[src/rtl/core/s2l_pkg.sv]
`default_nettype none

package s2l_pkg;

  // number of lunar years covered by the year code table
  localparam int unsigned TABLE_YEARS = 101;
  localparam int unsigned YIDX_W      = $clog2(TABLE_YEARS);
  localparam int unsigned ACC_W       = 16;
  localparam int unsigned DAYCNT_W    = 18;
  localparam int unsigned MONTHS      = 12;

  localparam logic [11:0] BASE_YEAR   = 12'd2000;
  localparam logic [4:0]  SHORT_MONTH = 5'd29;
  localparam logic [4:0]  LEAP_BASE   = 5'd16;

  // output of the shared add and compare unit
  typedef struct packed {
    logic [ACC_W-1:0] sum;
    logic             hit;
  } s2l_step_t;

  // per-year code: bits 11..0 month lengths, bits 15..12 next year's leap position
  function automatic logic [15:0] year_code(input logic [YIDX_W-1:0] idx);
    logic [15:0] c;
    case (idx)
      7'd0:   c = 16'h4693;
      7'd1:   c = 16'hDA9B;  7'd2:   c = 16'h052B;  7'd3:   c = 16'h2A5B;
      7'd4:   c = 16'hDAAE;  7'd5:   c = 16'h756A;  7'd6:   c = 16'hDDD5;
      7'd7:   c = 16'h0BA4;  7'd8:   c = 16'h5B49;  7'd9:   c = 16'hDD53;
      7'd10:  c = 16'h0A95;  7'd11:  c = 16'h452D;  7'd12:  c = 16'hD55D;
      7'd13:  c = 16'h9AB5;  7'd14:  c = 16'hDBAA;  7'd15:  c = 16'h05D2;
      7'd16:  c = 16'h6DA5;  7'd17:  c = 16'hEE8A;  7'd18:  c = 16'h0D4A;
      7'd19:  c = 16'h4C95;  7'd20:  c = 16'hDA9E;  7'd21:  c = 16'h0556;
      7'd22:  c = 16'h2AB5;  7'd23:  c = 16'hDADA;  7'd24:  c = 16'h66D2;
      7'd25:  c = 16'hD765;  7'd26:  c = 16'h0725;  7'd27:  c = 16'h564B;
      7'd28:  c = 16'hD657;  7'd29:  c = 16'h0CAB;  7'd30:  c = 16'h355A;
      7'd31:  c = 16'hD56E;  7'd32:  c = 16'hBB69;  7'd33:  c = 16'hDF52;
      7'd34:  c = 16'h0B52;  7'd35:  c = 16'h5B25;  7'd36:  c = 16'hDD2B;
      7'd37:  c = 16'h0A4B;  7'd38:  c = 16'h54AB;  7'd39:  c = 16'hD2BB;
      7'd40:  c = 16'h05AD;  7'd41:  c = 16'h2B6A;  7'd42:  c = 16'hDDAA;
      7'd43:  c = 16'h7D92;  7'd44:  c = 16'hDEA5;  7'd45:  c = 16'h0D25;
      7'd46:  c = 16'h5A55;  7'd47:  c = 16'hEA4D;  7'd48:  c = 16'h04B6;
      7'd49:  c = 16'h35B5;  7'd50:  c = 16'hE6D2;  7'd51:  c = 16'h8EC9;
      7'd52:  c = 16'hDF92;  7'd53:  c = 16'h0E92;  7'd54:  c = 16'h6D26;
      7'd55:  c = 16'hE516;  7'd56:  c = 16'h0A57;  7'd57:  c = 16'h44D6;
      7'd58:  c = 16'hE365;  7'd59:  c = 16'h0755;  7'd60:  c = 16'h3749;
      7'd61:  c = 16'hD74B;  7'd62:  c = 16'h7693;  7'd63:  c = 16'hDAAB;
      7'd64:  c = 16'h052B;  7'd65:  c = 16'h5A5B;  7'd66:  c = 16'hDABA;
      7'd67:  c = 16'h056A;  7'd68:  c = 16'h4B65;  7'd69:  c = 16'hDBAA;
      7'd70:  c = 16'h8B4A;  7'd71:  c = 16'hDD95;  7'd72:  c = 16'h0A95;
      7'd73:  c = 16'h652D;  7'd74:  c = 16'hD56D;  7'd75:  c = 16'h0AB5;
      7'd76:  c = 16'h55AA;  7'd77:  c = 16'hE5C5;  7'd78:  c = 16'h0DA5;
      7'd79:  c = 16'h3D4A;  7'd80:  c = 16'hDE4D;  7'd81:  c = 16'h7C96;
      7'd82:  c = 16'hDCCE;  7'd83:  c = 16'h0556;  7'd84:  c = 16'h5AB5;
      7'd85:  c = 16'hEAD2;  7'd86:  c = 16'h06D2;  7'd87:  c = 16'h5EA5;
      7'd88:  c = 16'hD72A;  7'd89:  c = 16'h868B;  7'd90:  c = 16'hD697;
      7'd91:  c = 16'h04AB;  7'd92:  c = 16'h655B;  7'd93:  c = 16'hE556;
      7'd94:  c = 16'h0B6A;  7'd95:  c = 16'h4752;  7'd96:  c = 16'hDB95;
      7'd97:  c = 16'h0B25;  7'd98:  c = 16'h2A8B;  7'd99:  c = 16'hDA4F;
      7'd100: c = 16'h04AB;
      default: c = 16'h0000;
    endcase
    return c;
  endfunction

endpackage

`default_nettype wire

[src/rtl/core/s2l_day_count.sv]
`default_nettype none

// gregorian date to a signed day count, rebased to lunar new year 2000
module s2l_day_count
  import s2l_pkg::*;
(
  input  logic [6:0]                 year_i,
  input  logic [3:0]                 month_i,
  input  logic [4:0]                 day_i,
  output logic signed [DAYCNT_W-1:0] count_o
);

  logic [15:0]                 y365;
  logic [7:0]                  y_plus;
  logic [5:0]                  quad;
  logic signed [DAYCNT_W-1:0]  m_s;
  logic signed [DAYCNT_W-1:0]  m_term;
  logic signed [3:0]           fix;
  logic                        leap_inc;

  always_comb begin
    y365     = {9'b0, year_i} * 16'd365;
    y_plus   = {1'b0, year_i} + 8'd3;
    quad     = y_plus[7:2];
    m_s      = $signed({14'b0, month_i}) - 18'sd1;
    m_term   = (m_s <<< 5) - (m_s <<< 1);
    leap_inc = (month_i > 4'd2) && (year_i[1:0] == 2'b00) && (year_i != 7'd100);
    case (month_i)
      4'd3:                 fix = -4'sd1;
      4'd11, 4'd12:         fix = 4'sd4;
      4'd9, 4'd10:          fix = 4'sd3;
      4'd8:                 fix = 4'sd2;
      4'd2, 4'd6, 4'd7:     fix = 4'sd1;
      default:              fix = 4'sd0;
    endcase
    count_o = $signed({2'b0, y365}) + $signed({12'b0, quad}) + m_term
            + $signed({13'b0, day_i}) + $signed({17'b0, leap_inc})
            + DAYCNT_W'(fix) - 18'sd35;
  end

endmodule

`default_nettype wire

[src/rtl/core/s2l_acc_unit.sv]
`default_nettype none

// shared accumulate and compare against the target day count
module s2l_acc_unit
  import s2l_pkg::*;
(
  input  logic [ACC_W-1:0] acc_i,
  input  logic [4:0]       addend_i,
  input  logic [ACC_W-1:0] target_i,
  output s2l_step_t        step_o
);

  always_comb begin
    step_o.sum = acc_i + {{(ACC_W-5){1'b0}}, addend_i};
    step_o.hit = (step_o.sum >= target_i);
  end

endmodule

`default_nettype wire

[src/rtl/core/solar_to_lunar_date_converter_top.sv]
`default_nettype none

// gregorian to chinese lunar date converter. one transfer on the slave side
// carries a date in 2000..2099 (year offset, month, day); one transfer on the
// master side returns lunar year, month, day, the leap month flag and an
// out-of-range flag (set when the date lies before lunar new year 2000 or past
// the end of the 101-year code table, with all other fields zero). the date is
// turned into a day count combinationally as it is accepted, then a sequencer
// walks the year code table one lunar month per cycle through a single shared
// add and compare unit, with an extra leap step for each leap month passed. a
// conversion's length is set by the month-by-month walk, longest for dates at
// the end of the table or past it. the slave side is ready only in idle; a
// finished result moves into the output register as soon as that register is
// free, and then waits there while the next date is accepted. while the output
// register still holds an unaccepted result, a newly finished one keeps the
// slave side stalled
module solar_to_lunar_date_converter_top
  import s2l_pkg::*;
(
  input  logic        clk_i,
  input  logic        rst_ni,
  input  logic        s_axis_tvalid_i,
  output logic        s_axis_tready_o,
  input  logic [15:0] s_axis_tdata_i,  // year_in[6:0], month_in[10:7], day_in[15:11]
  output logic        m_axis_tvalid_o,
  input  logic        m_axis_tready_i,
  output logic [23:0] m_axis_tdata_o,  // lunar_year[11:0], lunar_month[15:12],
                                       // lunar_day[20:16], zero pad[23:21]
  output logic [1:0]  m_axis_tuser_o   // leap_month[0], out_of_range[1]
);

  typedef enum logic [1:0] {
    ST_IDLE,
    ST_MONTH,
    ST_LEAP,
    ST_DONE
  } state_e;

  typedef struct packed {
    logic [11:0] year;
    logic [3:0]  month;
    logic        leap;
    logic [4:0]  day;
    logic        oor;
  } result_t;

  localparam logic [YIDX_W-1:0] LAST_YEAR  = YIDX_W'(TABLE_YEARS - 1);
  localparam logic [3:0]        LAST_MONTH = 4'(MONTHS - 1);

  state_e               state_q, state_d;
  logic [ACC_W-1:0]     acc_q, acc_d;
  logic [ACC_W-1:0]     target_q, target_d;
  logic [YIDX_W-1:0]    yi_q, yi_d;
  logic [3:0]           mi_q, mi_d;
  logic                 leap_vld_q, leap_vld_d;   // a leap month sits in this year
  logic [3:0]           leap_idx_q, leap_idx_d;   // regular month it follows
  result_t              res_q, res_d;
  logic                 out_vld_q, out_vld_d;
  result_t              out_q, out_d;

  logic signed [DAYCNT_W-1:0] day_count;
  logic [15:0]          code;
  logic                 len_bit;
  logic [4:0]           addend;
  s2l_step_t            step;
  logic [4:0]           over;
  logic [4:0]           lunar_day;
  logic                 in_xfer;

  s2l_day_count u_day_count (
    .year_i  (s_axis_tdata_i[6:0]),
    .month_i (s_axis_tdata_i[10:7]),
    .day_i   (s_axis_tdata_i[15:11]),
    .count_o (day_count)
  );

  assign code    = year_code(yi_q);
  assign len_bit = code[mi_q];
  // month step adds 29 or 30, leap step adds 16 plus the year's top nibble
  assign addend  = (state_q == ST_LEAP) ? (LEAP_BASE + {1'b0, code[15:12]})
                                        : (SHORT_MONTH + {4'b0, len_bit});

  s2l_acc_unit u_acc_unit (
    .acc_i    (acc_q),
    .addend_i (addend),
    .target_i (target_q),
    .step_o   (step)
  );

  // days left over past the target, folded into the day-of-month formula (mod 32)
  assign over      = step.sum[4:0] - target_q[4:0];
  assign lunar_day = SHORT_MONTH + {4'b0, len_bit} - over;

  assign s_axis_tready_o = (state_q == ST_IDLE);
  assign in_xfer         = s_axis_tvalid_i && s_axis_tready_o;

  always_comb begin
    state_d    = state_q;
    acc_d      = acc_q;
    target_d   = target_q;
    yi_d       = yi_q;
    mi_d       = mi_q;
    leap_vld_d = leap_vld_q;
    leap_idx_d = leap_idx_q;
    res_d      = res_q;
    out_vld_d  = out_vld_q;
    out_d      = out_q;

    if (m_axis_tready_i) begin
      out_vld_d = 1'b0;
    end

    case (state_q)
      ST_IDLE: begin
        if (in_xfer) begin
          acc_d      = '0;
          yi_d       = '0;
          mi_d       = '0;
          leap_vld_d = 1'b0;
          leap_idx_d = '0;
          target_d   = day_count[ACC_W-1:0];
          res_d      = '0;
          if (day_count <= 0) begin
            // before lunar new year 2000
            res_d.oor = 1'b1;
            state_d   = ST_DONE;
          end else begin
            state_d = ST_MONTH;
          end
        end
      end

      ST_MONTH, ST_LEAP: begin
        acc_d = step.sum;
        if (step.hit) begin
          res_d.year  = BASE_YEAR + {{(12-YIDX_W){1'b0}}, yi_q};
          res_d.month = mi_q + 4'd1;
          res_d.leap  = (state_q == ST_LEAP);
          res_d.day   = lunar_day;
          res_d.oor   = 1'b0;
          state_d     = ST_DONE;
        end else if ((state_q == ST_MONTH) && leap_vld_q && (mi_q == leap_idx_q)) begin
          state_d = ST_LEAP;
        end else if (mi_q == LAST_MONTH) begin
          // end of the lunar year
          if (yi_q == LAST_YEAR) begin
            res_d   = '0;
            res_d.oor = 1'b1;
            state_d = ST_DONE;
          end else begin
            yi_d       = yi_q + 1'b1;
            mi_d       = '0;
            leap_vld_d = (code[15:12] != 4'd0);
            leap_idx_d = code[15:12] - 4'd1;
            state_d    = ST_MONTH;
          end
        end else begin
          mi_d    = mi_q + 4'd1;
          state_d = ST_MONTH;
        end
      end

      ST_DONE: begin
        if (!out_vld_q || m_axis_tready_i) begin
          out_vld_d = 1'b1;
          out_d     = res_q;
          state_d   = ST_IDLE;
        end
      end

      default: begin
        state_d = ST_IDLE;
      end
    endcase
  end

  always_ff @(posedge clk_i or negedge rst_ni) begin
    if (!rst_ni) begin
      state_q    <= ST_IDLE;
      acc_q      <= '0;
      target_q   <= '0;
      yi_q       <= '0;
      mi_q       <= '0;
      leap_vld_q <= 1'b0;
      leap_idx_q <= '0;
      res_q      <= '0;
      out_vld_q  <= 1'b0;
      out_q      <= '0;
    end else begin
      state_q    <= state_d;
      acc_q      <= acc_d;
      target_q   <= target_d;
      yi_q       <= yi_d;
      mi_q       <= mi_d;
      leap_vld_q <= leap_vld_d;
      leap_idx_q <= leap_idx_d;
      res_q      <= res_d;
      out_vld_q  <= out_vld_d;
      out_q      <= out_d;
    end
  end

  assign m_axis_tvalid_o = out_vld_q;
  assign m_axis_tdata_o  = {3'b000, out_q.day, out_q.month, out_q.year};
  assign m_axis_tuser_o  = {out_q.oor, out_q.leap};

  // the walk never runs past the last table year or the last month
  a_walk_bounds: assert property (@(posedge clk_i) disable iff (!rst_ni)
    ((state_q == ST_MONTH) || (state_q == ST_LEAP)) |->
      ((yi_q <= LAST_YEAR) && (mi_q <= LAST_MONTH)))
    else $error("walk index out of bounds");

  // a leap step only follows the month that carries the leap
  a_leap_entry: assert property (@(posedge clk_i) disable iff (!rst_ni)
    (state_q == ST_LEAP) |-> ($past(state_q) == ST_MONTH) && leap_vld_q
      && (mi_q == leap_idx_q))
    else $error("leap step entered from wrong place");

  // out-of-range results carry zeros everywhere else
  a_oor_zero: assert property (@(posedge clk_i) disable iff (!rst_ni)
    (m_axis_tvalid_o && m_axis_tuser_o[1]) |->
      ((m_axis_tdata_o == 24'd0) && !m_axis_tuser_o[0]))
    else $error("out-of-range result with nonzero fields");

  // valid results name a real lunar month and a covered year
  a_result_range: assert property (@(posedge clk_i) disable iff (!rst_ni)
    (m_axis_tvalid_o && !m_axis_tuser_o[1]) |->
      ((out_q.month >= 4'd1) && (out_q.month <= 4'(MONTHS))
       && (out_q.year >= BASE_YEAR)
       && (out_q.year <= BASE_YEAR + 12'(TABLE_YEARS - 1))))
    else $error("lunar result out of range");

  // an accepted date leaves the idle state in the next cycle
  a_accept_starts: assert property (@(posedge clk_i) disable iff (!rst_ni)
    in_xfer |=> (state_q != ST_IDLE))
    else $error("accepted date did not start a conversion");

endmodule

`default_nettype wire

[config.mk]
export PLATFORM = sky130hd
export DESIGN_NAME = solar_to_lunar_date_converter_top
export DESIGN_NICKNAME = d
export VERILOG_FILES = /design/src/rtl/core/s2l_pkg.sv /design/src/rtl/core/s2l_day_count.sv /design/src/rtl/core/s2l_acc_unit.sv /design/src/rtl/core/solar_to_lunar_date_converter_top.sv
export SDC_FILE = /design/constraint.sdc
export NUM_CORES = 1
export LEC_CHECK = 0
export BUFFER_PORTS_ARGS = -buffer_cell sky130_fd_sc_hd__buf_2
export CAP_MARGIN = 20
export CELL_PAD_IN_SITES_DETAIL_PLACEMENT = 2
export CELL_PAD_IN_SITES_GLOBAL_PLACEMENT = 2
export CORE_MARGIN = 3
export CORE_UTILIZATION = 37
export CTS_BUF_LIST = sky130_fd_sc_hd__clkbuf_8
export CTS_CLUSTER_SIZE = 20
export DETAILED_ROUTE_END_ITERATION = 10
export PLACE_DENSITY_LB_ADDON = 0.1
export SLEW_MARGIN = 5
export SYNTH_ARGS = -nofsm -noshare
export SYNTH_HDL_FRONTEND = slang
export SYNTH_SLANG_ARGS = --single-unit
[constraint.sdc]
create_clock -name clk_i -period 7.01 [get_ports clk_i]
set_clock_uncertainty 0.1 [all_clocks]
set_input_delay 1.402 -clock clk_i [delete_from_list [all_inputs] [get_ports clk_i]]
set_output_delay 1.402 -clock clk_i [all_outputs]
set_load 0.02 [all_outputs]
Word-level counts from Yosys, hierarchy flattened
Memory sizes are Yosys's and may differ from the RTL's.
Cells that the tools add are included.
- register bits after elaboration: 97
- latch bits: 0
- memory bits (writable): 0
- memory bits (read-only): 2112
- output and inout bits: 28
- logic and storage cells: 125
- memories kept: 2
- add/sub/neg operators: 18
- multiply operators: 1
- divide/modulo/power cells: 0
- order comparisons: 4
- equality and inequality tests: 17
- shift operators: 0
- mux-type cells: 46
- bitwise logic cells: 0
- reduce and logical (&&, ||, !) cells: 19
- memory list (memory ; depth ; width ; read ports ; clocked after memory_dff ; write ports ; RTL line ; RTL):
    (no name shown) ; 128 ; 16 ; 1 ; 0 ; 0 ; s2l_pkg.sv:25 ; case (idx)
    (no name shown) ; 16 ; 4 ; 1 ; 0 ; 0 ; s2l_day_count.sv:28 ; case (month_i)
- operator list (operator ; count):
    23-bit two-way mux ; 5
    23-bit case mux with 2 select lines ; 1
    4-bit two-way mux ; 9
    7-bit two-way mux ; 5
    16-bit case mux with 2 select lines ; 1
    18-bit adder ; 1
    18-bit by 2-bit adder with 18-bit output ; 1
    18-bit by 4-bit adder with 18-bit output ; 1
    18-bit by 6-bit adder with 18-bit output ; 1
    18-bit by 1-bit less-or-equal comparator with 1-bit output, second input constant ; 1
    18-bit subtractor ; 1
    18-bit by 7-bit subtractor with 18-bit output, second input constant ; 1
    16-bit by 6-bit adder with 17-bit output ; 1
    16-bit by 5-bit adder with 16-bit output ; 1
    16-bit >= comparator ; 1
    7-bit by 9-bit multiplier with 16-bit output, second input constant ; 1
    16-bit two-way mux ; 1
    4-bit case mux with 2 select lines ; 2
    2-bit two-way mux ; 7
    7-bit case mux with 2 select lines ; 1
    11-bit by 7-bit adder with 12-bit output, first input constant ; 1
    3-bit != test, second input constant ; 4
    1-bit two-way mux ; 10
    2-bit != test, second input constant ; 5
    31 further kinds ; 42

Logic depth before layout (Yosys ltp)
Gate-level depths: netlist (run 1).
- word-level depth: 11
- gate-level depth with buffers: 35

Hierarchy
From an unflattened synthesis (run 1), not the netlist that was laid out.
- cell total of the unflattened synthesis: 1440
- area total of the unflattened synthesis: 12280.5 µm²
- modules (own cells, without submodules) (module ; instances ; cells each ; area an instance (µm²) ; sequential area each (µm²)):
    solar_to_lunar_date_converter_top ; 1 ; 929 ; 8109.0 ; 2327.2
    s2l_day_count ; 1 ; 401 ; 3355.7 ; 0.0
    s2l_acc_unit ; 1 ; 110 ; 815.8 ; 0.0

Least setup slack after synthesis (run 1)
OpenSTA, ideal clock, no wires.
- path kind: input to register
- start: input s_axis_tdata_i[1]
- end: register res_q[0] (netlist bit)
- setup time: 0.124 ns
- arrival: 7.808 ns
- path slack: -1.022 ns
- stages on the path: 30
- path buffers: 0
- cell sequence: ha_1 > a21oi_1 > nor3_1 > fa_1 > inv_1 > fa_1 > fa_1 > inv_1 > ha_1 > a21oi_1 > nor2b_1 > o21a_1 > or3_1 > a31oi_1 > xor2_1 > ha_1 > inv_1 > fa_1 > inv_1 > fa_1 > inv_1 > ha_1 > a21oi_1 > nand2_1 > or3_1 > o21a_1 > o41ai_1 > nor4_1 > nand4_1 > a21oi_1
- longest elaborated chain between the ends: 11
- elaborated cells on any way between the ends: 16
- classes of those cells: add/sub (7); mul (1); order compare (1); eq/ne (1); mux (3); reduce/logical (3)
- ends and longest elaborated chain (what ; RTL line ; RTL):
    start: declaration ; solar_to_lunar_date_converter_top.sv:24 ; input logic [15:0] s_axis_tdata_i,
    7-bit by 9-bit multiplier with 16-bit output / 7-bit by 2-bit adder with 8-bit output (equally long branches) ; s2l_day_count.sv:22, s2l_day_count.sv:23 ;
    16-bit by 6-bit adder with 17-bit output ; s2l_day_count.sv:36 ; count_o = $signed({2'b0, y365}) + $signed({12'b0, quad}) + m_term
    18-bit adder ; s2l_day_count.sv:36 ;
    18-bit by 6-bit adder with 18-bit output ; s2l_day_count.sv:37 ; + $signed({13'b0, day_i}) + $signed({17'b0, leap_inc})
    18-bit by 2-bit adder with 18-bit output * ; s2l_day_count.sv:37 ;
    18-bit by 4-bit adder with 18-bit output * ; s2l_day_count.sv:38 ; + DAYCNT_W'(fix) - 18'sd35;
    18-bit by 7-bit subtractor with 18-bit output * ; s2l_day_count.sv:38 ;
    18-bit by 1-bit less-or-equal comparator with 1-bit output * ; solar_to_lunar_date_converter_top.sv:123 ; if (day_count <= 0) begin
    1-bit two-way mux * ; solar_to_lunar_date_converter_top.sv:123 ;
    23-bit two-way mux * ; solar_to_lunar_date_converter_top.sv:115 ; if (in_xfer) begin
    23-bit case mux with 2 select lines * ; solar_to_lunar_date_converter_top.sv:113 ; case (state_q)
    end signal: assignment ; solar_to_lunar_date_converter_top.sv:197 ; res_q <= res_d;
    end: declaration ; solar_to_lunar_date_converter_top.sv:57 ; result_t res_q, res_d;
Mark *: on every way between the ends. The rest lies on a longest branch, timed or not. The select of a mux whose other input is x is not followed.
A chain may end at the register's enable or synchronous reset.

Final worst setup path (run 1)
- start: input s_axis_tdata_i[3]
- end: register res_q[0] (netlist bit)
The elaborated chain is that of the path after synthesis.

==> flow_summary.ini, run 1 <==
[routing]
via_per_inst = 6.36
vias = 13468
drc = 0
firstDrtPassIters = 5
first_iter_violations = 1179
antenna_left = 0
routed_wl_mm = 74.2
routedWlPerCell_um = 35.1

[global_routing]
grt_pass1_wl_mm = 86.5
grtUsageMet3 = 0.0466
grt_overflow_total = 0
gr-usage-met1 = 0.397
grt.total_usage = 0.336
grt_max_degree = 51
gr-max-usage-layer = met2
grt_pass1_vias = 14050
use_met2 = 0.602
antenna_found_initial = 5

[synth]
synth-simple-area-share = 0.153
avgSynthCellArea_um2 = 8.51
synth_area_um2 = 11500
muxShareOfSynthArea = 0.0490
synth_compound_area_frac = 0.200
synth_cell_types = 82
syn-instance-count = 1356
synthAdderAreaFrac = 0.252
synth_edf_count = 0
synth-main-ff-cell = dfrtp_1
synth_top_family_by_area = adder cells
yosysSeqAreaShare = 0.202
synth-async-reset-ratio = 1.00
yosys_register_bits = 93
synth-xor-area-share = 0.0516
yosysWarnings = 0

[clock_tree]
clock_sinks = 93
cts-htree-levels = 3
cts.clk_slew.worst_paths_ns = 0.12
cts_hold_buffers = 0
cts_tree = built
clock_latency_ns = 0.45
cts_buffers = 9
clockRootBuffer = clkbuf_8
clk_path_buf_depth = 2

[timing]
rsz0062_at_grt = true
slew_headroom = 0.226
period_share = 1.19
hold_viol_final = 0
worstMarginPinSlew_ns = 1.16
min_period_ns = 8.32
fmax_mhz = 120
setup_viol = 49
setup_slack_ns = -1.31
finalSetupTns_ns = -35.77
drv_slew = 0

[cells_and_area]
syn_to_final_growth_pct = 46.5
drive_above_1_share = 0.409
final_area_um2 = 16900
finalNonFillerCells = 2117
nets = 1931

[hold_path]
worstHoldPathCells = 2
min-delay-start = res_q[8]
hold_path_end = res_q[8]
hold_class = reg -> reg

[critical_path]
reg2reg_from = yi_q[0]
slowest_delay_ns = 0.58
r2r_slack_ns = -0.86
r2r_cells = 36
worstSetupPathType = in -> reg
worst_setup_path_end_kind = register
critPathArrivalTime_ns = 8.57
crit_path_start_kind = input port
required_ns = 7.25
slowest_stage = fa_1
worstReg2RegEnd = res_q[14]
crit_path_frequent_cell = ha_1
cp_max_fo = 4

[die]
core_area_um2 = 30700
die-area_um2 = 33300
die_w_um = 183
rows = 64
num_io_pins = 48
die_height_um = 183
initial_utilization = 0.376

[placement]
io_buffers = 44
place_ws_ns = -1.56
dpl_cell_area_um2 = 14500
placed_cells = 2037
gp_congestion = 0.963
dpl.hpwl_mm = 40.0

[status]
status = finished, violations left
violations = setup timing

[run]
maxCapViolations = 0
placed cells by master (no fill, tap or decap), types with 16 or more instances in the layout:
| master | synthesis | routed |
|---|---|---|
| nor3_1 | 26 | 19 |
| buf_4 | 14 | 332 |
| dfrtp_1 | 93 | 90 |
| inv_1 | 180 | 164 |
| buf_2 | 27 | 39 |
| nand2_1 | 109 | 86 |
| nand2b_1 | 32 | 28 |
| fa_1 | 55 | 50 |
| nand3_1 | 27 | 23 |
| a21oi_1 | 64 | 46 |
| ha_1 | 144 | 112 |
| ha_4 | 0 | 25 |
| xnor2_1 | 40 | 34 |
| xor2_1 | 28 | 27 |
| nor2b_1 | 27 | 24 |
| nor2_1 | 63 | 56 |
| mux2_2 | 32 | 31 |
| a21oi_2 | 1 | 16 |
| buf_6 | 3 | 25 |
| o21ai_0 | 81 | 63 |
cell type report:
cell class | instances | area, um^2
multi-input combinational | 1009 | 9740
antenna | 4 | 10.0
clock buffer | 10 | 138
fill | 3156 | 13800
timing repair buffer | 418 | 3430
clock inverter | 6 | 51.3
inverter | 181 | 692
sequential | 93 | 2330
tap | 396 | 495
registers in the layout (all words and copies together) (netlist names):
register	flops
res_q	21
state_q	2
mi_q	4
m_axis_tdata_o	19
leap_vld_q	1
m_axis_tvalid_o	1
m_axis_tuser_o	2
acc_q	16
target_q	16
yi_q	7
leap_idx_q	4
per-layer routing:
metal	share of wire	vias to the layer above
met2	0.50	760
met4	0.080	2
li1	-	5443
met1	0.36	6910
met5	0.00018	-
met3	0.061	353
critical path: cells and delay by family:
kind / cells / cell delay [ns]
xor gates and xnor gates: 2 / 0.37
buffers and inverters: 6 / 0.70
and+or+nand+nor: 7 / 1.17
adders and majority gates: 9 / 3.45
AOI/OAI and AO/OA: 7 / 1.45
worst max-delay path by stage:
stage                            from          to  slack (ns)  depth (start not counted)
global placement    s_axis_tdata_i[1]    res_q[0]       -1.23                         32
finish              s_axis_tdata_i[3]    res_q[0]       -1.31                         31
detailed placement  s_axis_tdata_i[1]  state_q[1]       -1.56                         33
CTS                 s_axis_tdata_i[1]    res_q[0]       -0.83                         33
floorplan           s_axis_tdata_i[1]    res_q[0]       -0.66                         31
global route        s_axis_tdata_i[3]    res_q[0]       -1.60                         31
per-stage QoR:
step / utilization / hold slack (ns)
after floorplan: - / 0.345
after global placement: 0.474 / 0.359
after detailed placement: 0.474 / 0.383
after CTS: 0.516 / 0.401
after global routing: 0.551 / 0.454
final: 0.551 / 0.447
synth_stat cells, types with 6 or more instances:
master	instances	area, um^2
clkbuf_1	29	109
a221oi_1	7	61.3
o311ai_0	8	70.1
ha_1	144	1800
and3_1	10	62.6
nand2b_1	32	200
o22ai_1	7	43.8
nor2_1	63	236
o21ai_1	6	30.0
o21ai_0	81	405
mux2_2	32	360
a21oi_1	64	320
nand2_1	109	409
buf_4	14	105
nor3_1	26	130
o211ai_1	9	67.6
a21boi_0	6	45.0
or3_1	9	56.3
xnor2_1	40	350
and2_1	8	50.1
fa_1	55	1100
nand3_1	27	135
nand4_1	7	43.8
mux2i_1	10	100
nor2b_1	27	169
a22o_1	13	114
a21o_1	15	113
buf_2	27	135
o311a_1	6	60.1
o21a_1	8	60.1
o31ai_1	20	150
a31oi_1	17	106
a311oi_1	16	140
inv_1	180	676
xor2_1	28	245
dfrtp_1	93	2330
kinds of logic after synthesis:
| logic type | Yosys count |
|---|---|
| other | 1 |
| XOR/XNOR | 68 |
| AND/OR/NAND/NOR | 352 |
| adder cells (fa/ha/maj) | 199 |
| AO/OA/AOI/OAI | 340 |
| multiplexers | 47 |
| buffers and inverters | 256 |
| flip-flops | 93 |
timing repair:
item | CTS | global route
hold endpoints to repair | 0 | 0
gates resized for setup | 162 | 168
buffers inserted | 28 | 27
pin swaps | 98 | 78
gates cloned | 4 | 3
endpoints found under the setup margin | 49 | 50
Power of run 1 is not shown: default switching activity piles up to over one toggle a cycle in this logic, so the estimate is an artifact.
==> run 2: changes to the inputs <==
--- a/config.mk
+++ b/config.mk
@@ -10,8 +10,7 @@
 export CELL_PAD_IN_SITES_DETAIL_PLACEMENT = 2
 export CELL_PAD_IN_SITES_GLOBAL_PLACEMENT = 2
 export CORE_MARGIN = 3
-export CORE_UTILIZATION = 37
-export CTS_BUF_LIST = sky130_fd_sc_hd__clkbuf_8
+export CORE_UTILIZATION = 36
 export CTS_CLUSTER_SIZE = 20
 export DETAILED_ROUTE_END_ITERATION = 10
 export PLACE_DENSITY_LB_ADDON = 0.1
==> flow_summary.ini, run 2 (same netlist as run 1, synthesis figures left out) <==
[status]
status = finished, violations left
violations = setup timing

[global_routing]
use_met2 = 0.606
grt_pass1_wl_mm = 85.0
gr-max-usage-layer = met2
gr-usage-met1 = 0.377
grt_overflow_total = 0
grt_pass1_vias = 13903
grt_max_degree = 49
antenna_found_initial = 2
grt.total_usage = 0.328
grtUsageMet3 = 0.0493

[clock_tree]
clock_latency_ns = 0.37
cts.clk_slew.worst_paths_ns = 0.08
clk_path_buf_depth = 2
cts-htree-levels = 3
cts_buffers = 9
cts_hold_buffers = 0
cts_tree = built
clockRootBuffer = clkbuf_16
clock_sinks = 93

[die]
die_w_um = 185
rows = 64
initial_utilization = 0.371
die-area_um2 = 34200
core_area_um2 = 31100
num_io_pins = 48
die_height_um = 185

[cells_and_area]
syn_to_final_growth_pct = 43.7
nets = 1902
seq_area_um2 = 2330
largest_reg_flops = 21
finalNonFillerCells = 2085
fill_cells = 3181
drive_above_1_share = 0.387
multiInputGateArea_um2 = 9590
mostFrequentLayoutCell = buf_4
largest_register = res_q
mostFrequentLayoutCells = buf_4, inv_1, ha_1, nand2_1, dfrtp_1

[timing]
slew_headroom = 0.323
finalSetupTns_ns = -25.98
setup_viol = 50
worstMarginPinSlew_ns = 1.01
hold_viol_final = 0
drv_slew = 0
rsz0062_at_grt = true
period_share = 1.22
fmax_mhz = 117
min_period_ns = 8.54
setup_slack_ns = -1.53

[placement]
gp_congestion = 0.987
dpl.hpwl_mm = 40.4
io_buffers = 44
placed_cells = 2023

[critical_path]
crit_path_start_kind = input port
worstSetupPathType = in -> reg
required_ns = 7.20
slowest_stage = fa_1
cp_max_fo = 5
crit_path_frequent_cell = ha_1
crit_start = s_axis_tdata_i[3]
slowest_delay_ns = 0.55
worst_setup_path_end_kind = register
reg2reg_from = yi_q[0]
critPathArrivalTime_ns = 8.73

[hold_path]
min-delay-start = res_q[21]
hold_class = reg -> reg

[routing]
routedWlPerCell_um = 31.7
via_per_inst = 6.11
routed_wl_mm = 66.1
first_iter_violations = 868
firstDrtPassIters = 5
vias = 12729
drc = 0
antenna_left = 0

[run]
maxCapViolations = 0
## run 2: repair_timing
action | in CTS | in global routing
setup endpoints to repair | 50 | 50
gates cloned | 2 | 5
resized for setup | 142 | 152
endpoints found under the hold margin | 0 | 0
buffers inserted | 27 | 13
pin swaps | 66 | 74
## run 2: worst paths after layout
kind | slack, ns | endpoint | depth (start not counted)
hold reg to reg | 0.41 | res_q[21] | 2
min in group asynchronous | 0.97 | acc_q[8] | 1
setup reg to reg | -0.56 | res_q[16] | 33
setup / recovery | -1.53 | state_q[1] | 32
max in group asynchronous | 4.63 | yi_q[2] | 2
hold / removal | 0.41 | res_q[21] | 2
## run 2: routing by layer
metal / part of all wire / vias to the layer above
li1: - / 5383
met3: 0.037 / 225
met2: 0.52 / 461
met4: 0.059 / 2
met5: 0.00017 / -
met1: 0.38 / 6658
## run 2: per-stage QoR
| stage | cell area, um^2 | setup WS (ns) | hold WS, ns | utilization |
|---|---|---|---|---|
| floorplan | 11700 | -0.662 | 0.345 | - |
| global placement | 14500 | -1.19 | 0.360 | 0.466 |
| detailed placement | 14500 | -1.65 | 0.371 | 0.466 |
| CTS | 15700 | -0.982 | 0.386 | 0.506 |
| global route | 16600 | -1.69 | 0.435 | 0.533 |
| finish | 16600 | -1.53 | 0.412 | 0.533 |
## run 2: layout make-up
class	instances	share of cell area
diodes	1	0.000151
clock inverters	6	0.00279
clock buffers	10	0.0138
multi-input cells	1010	0.579
repair buffers	388	0.193
well taps	396	0.0299
inverters	181	0.0414
flip-flops and latches	93	0.141
## run 2: worst max-delay path: cells and delay by family
family	cells	cell delay (ns)
AOI/OAI and AO/OA	7	1.40
xor gates and xnor gates	3	0.49
adders and majority gates	9	3.36
buffers and inverters	7	0.68
and+or+nand+nor	6	1.37
Power of run 2 is left out for the same reason.
==> run 3: changes to the inputs <==
--- a/config.mk
+++ b/config.mk
@@ -7,11 +7,10 @@
 export LEC_CHECK = 0
 export BUFFER_PORTS_ARGS = -buffer_cell sky130_fd_sc_hd__buf_2
 export CAP_MARGIN = 20
-export CELL_PAD_IN_SITES_DETAIL_PLACEMENT = 2
-export CELL_PAD_IN_SITES_GLOBAL_PLACEMENT = 2
+export CELL_PAD_IN_SITES_DETAIL_PLACEMENT = 1
+export CELL_PAD_IN_SITES_GLOBAL_PLACEMENT = 1
 export CORE_MARGIN = 3
-export CORE_UTILIZATION = 36
-export CTS_CLUSTER_SIZE = 20
+export CORE_UTILIZATION = 45
 export DETAILED_ROUTE_END_ITERATION = 10
 export PLACE_DENSITY_LB_ADDON = 0.1
 export SLEW_MARGIN = 5
==> flow_summary.ini, run 3 (same netlist as run 1, synthesis figures left out) <==
[timing]
fmax_mhz = 121
hold_viol_final = 0
slew_headroom = 0.205
period_share = 1.18
rsz0062_at_grt = true
setup_slack_ns = -1.25
drv_slew = 0
setup_viol = 40
finalSetupTns_ns = -11.50
min_period_ns = 8.26
worstMarginPinSlew_ns = 1.19

[routing]
first_iter_violations = 1073
routedWlPerCell_um = 28.0
firstDrtPassIters = 6
drc = 0
routed_wl_mm = 55.7
vias = 12600
antenna_left = 0
via_per_inst = 6.33

[hold_path]
hold_class = reg -> reg
min-delay-start = acc_q[0]

[global_routing]
grt_pass1_wl_mm = 72.3
grt_max_degree = 62
grt_pass1_vias = 12740
grt_overflow_total = 0
grt.total_usage = 0.327
antenna_found_initial = 0

[placement]
dpl_cell_area_um2 = 14300
gp_congestion = 0.958
place_ws_ns = -1.29
io_buffers = 44
dpl.hpwl_mm = 33.8

[cells_and_area]
diodes = 0
mostFrequentLayoutCells = buf_4, inv_1, ha_1, dfrtp_1, nand2_1
finalCoreUtilization = 0.664
largest_register = res_q
mostFrequentLayoutCell = buf_4
largest_reg_flops = 21
nets = 1882
syn_to_final_growth_pct = 42.4
drive_above_1_share = 0.382
final_area_um2 = 16400

[clock_tree]
clk_path_buf_depth = 2
clock_sinks = 93
cts-htree-levels = 3
cts_buffers = 9
clockRootBuffer = clkbuf_16
cts_tree = built
cts_hold_buffers = 0
clock_latency_ns = 0.36
cts.clk_slew.worst_paths_ns = 0.07

[critical_path]
worst_setup_path_end_kind = register
crit_path_start_kind = input port
crit_start = s_axis_tdata_i[1]
r2r_slack_ns = -0.24
worstReg2RegEnd = mi_q[3]
slowest_delay_ns = 0.55
setup.worst_path.end = res_q[0]
slowest_stage = fa_1
critPathArrivalTime_ns = 8.44
reg2reg_from = yi_q[2]
r2r_cells = 31
cp_max_fo = 4
worstSetupPathType = in -> reg
required_ns = 7.18
crit_path_frequent_cell = fa_1

[status]
status = finished, violations left
violations = setup timing

[die]
core_area_um2 = 24700
die-area_um2 = 27600
rows = 57
initial_utilization = 0.466
die_w_um = 166
die_height_um = 166
num_io_pins = 48

[run]
maxCapViolations = 0
[run 3: cell count changes in the layout (fill, tap and decap cells not counted), sizes merged]
cell / previous run / this run
a21oi: 66 / 65
buf: 384 / 363
bufinv: 0 / 1
clkbuf: 14 / 15
clkinv: 2 / 1
clkinvlp: 2 / 1
diode: 1 / 0
inv: 183 / 185
[run 3: what timing repair did]
action,4_1_cts,5_1_grt
resized for setup,112,191
setup endpoints to repair,49,49
setup buffers,12,19
pin swaps,67,83
gates cloned,0,8
[run 3: cell type report]
type	count	area, um^2
Inverter	181	692
Clock buffer	9	225
Timing Repair Buffer	369	3080
Sequential cell	93	2330
Tap cell	324	405
Fill cell	2746	8320
Clock inverter	7	88.8
Multi-Input combinational cell	1009	9600
[run 3: worst max-delay path: cells and delay by family]
kind                       cells  cell delay (ns)
adders and majority gates      9             3.39
AOI/OAI and AO/OA              8             1.42
and+or+nand+nor                7             1.34
buffers and inverters          8             0.57
xor gates and xnor gates       1             0.28
[run 3: worst min-delay path by stage]
stage | end | slack, ns | depth (start not counted)
after floorplan | res_q[10] | 0.34 | 2
after global placement | res_q[7] | 0.36 | 2
after detailed placement | target_q[2] | 0.37 | 2
after CTS | res_q[14] | 0.39 | 2
after global routing | m_axis_tdata_o[5] | 0.42 | 1
final | acc_q[0] | 0.40 | 2
[run 3: routing by layer]
metal | GRT usage | share of wire | up-vias
li1 | - | - | 5335
met1 | 0.402 | 0.38 | 6368
met2 | 0.589 | 0.51 | 650
met3 | 0.0369 | 0.060 | 247
met4 | 0.123 | 0.058 | 0
met5 | 0 | 0 | -
[run 3: through the flow]
| stage | hold slack, ns | instances |
|---|---|---|
| finish | 0.402 | 1992 |
| global route | 0.424 | 1992 |
| CTS | 0.388 | 1964 |
| detailed placement | 0.371 | 1939 |
| global placement | 0.359 | 1939 |
| floorplan | 0.345 | 1358 |
Power of run 3 is left out for the same reason.
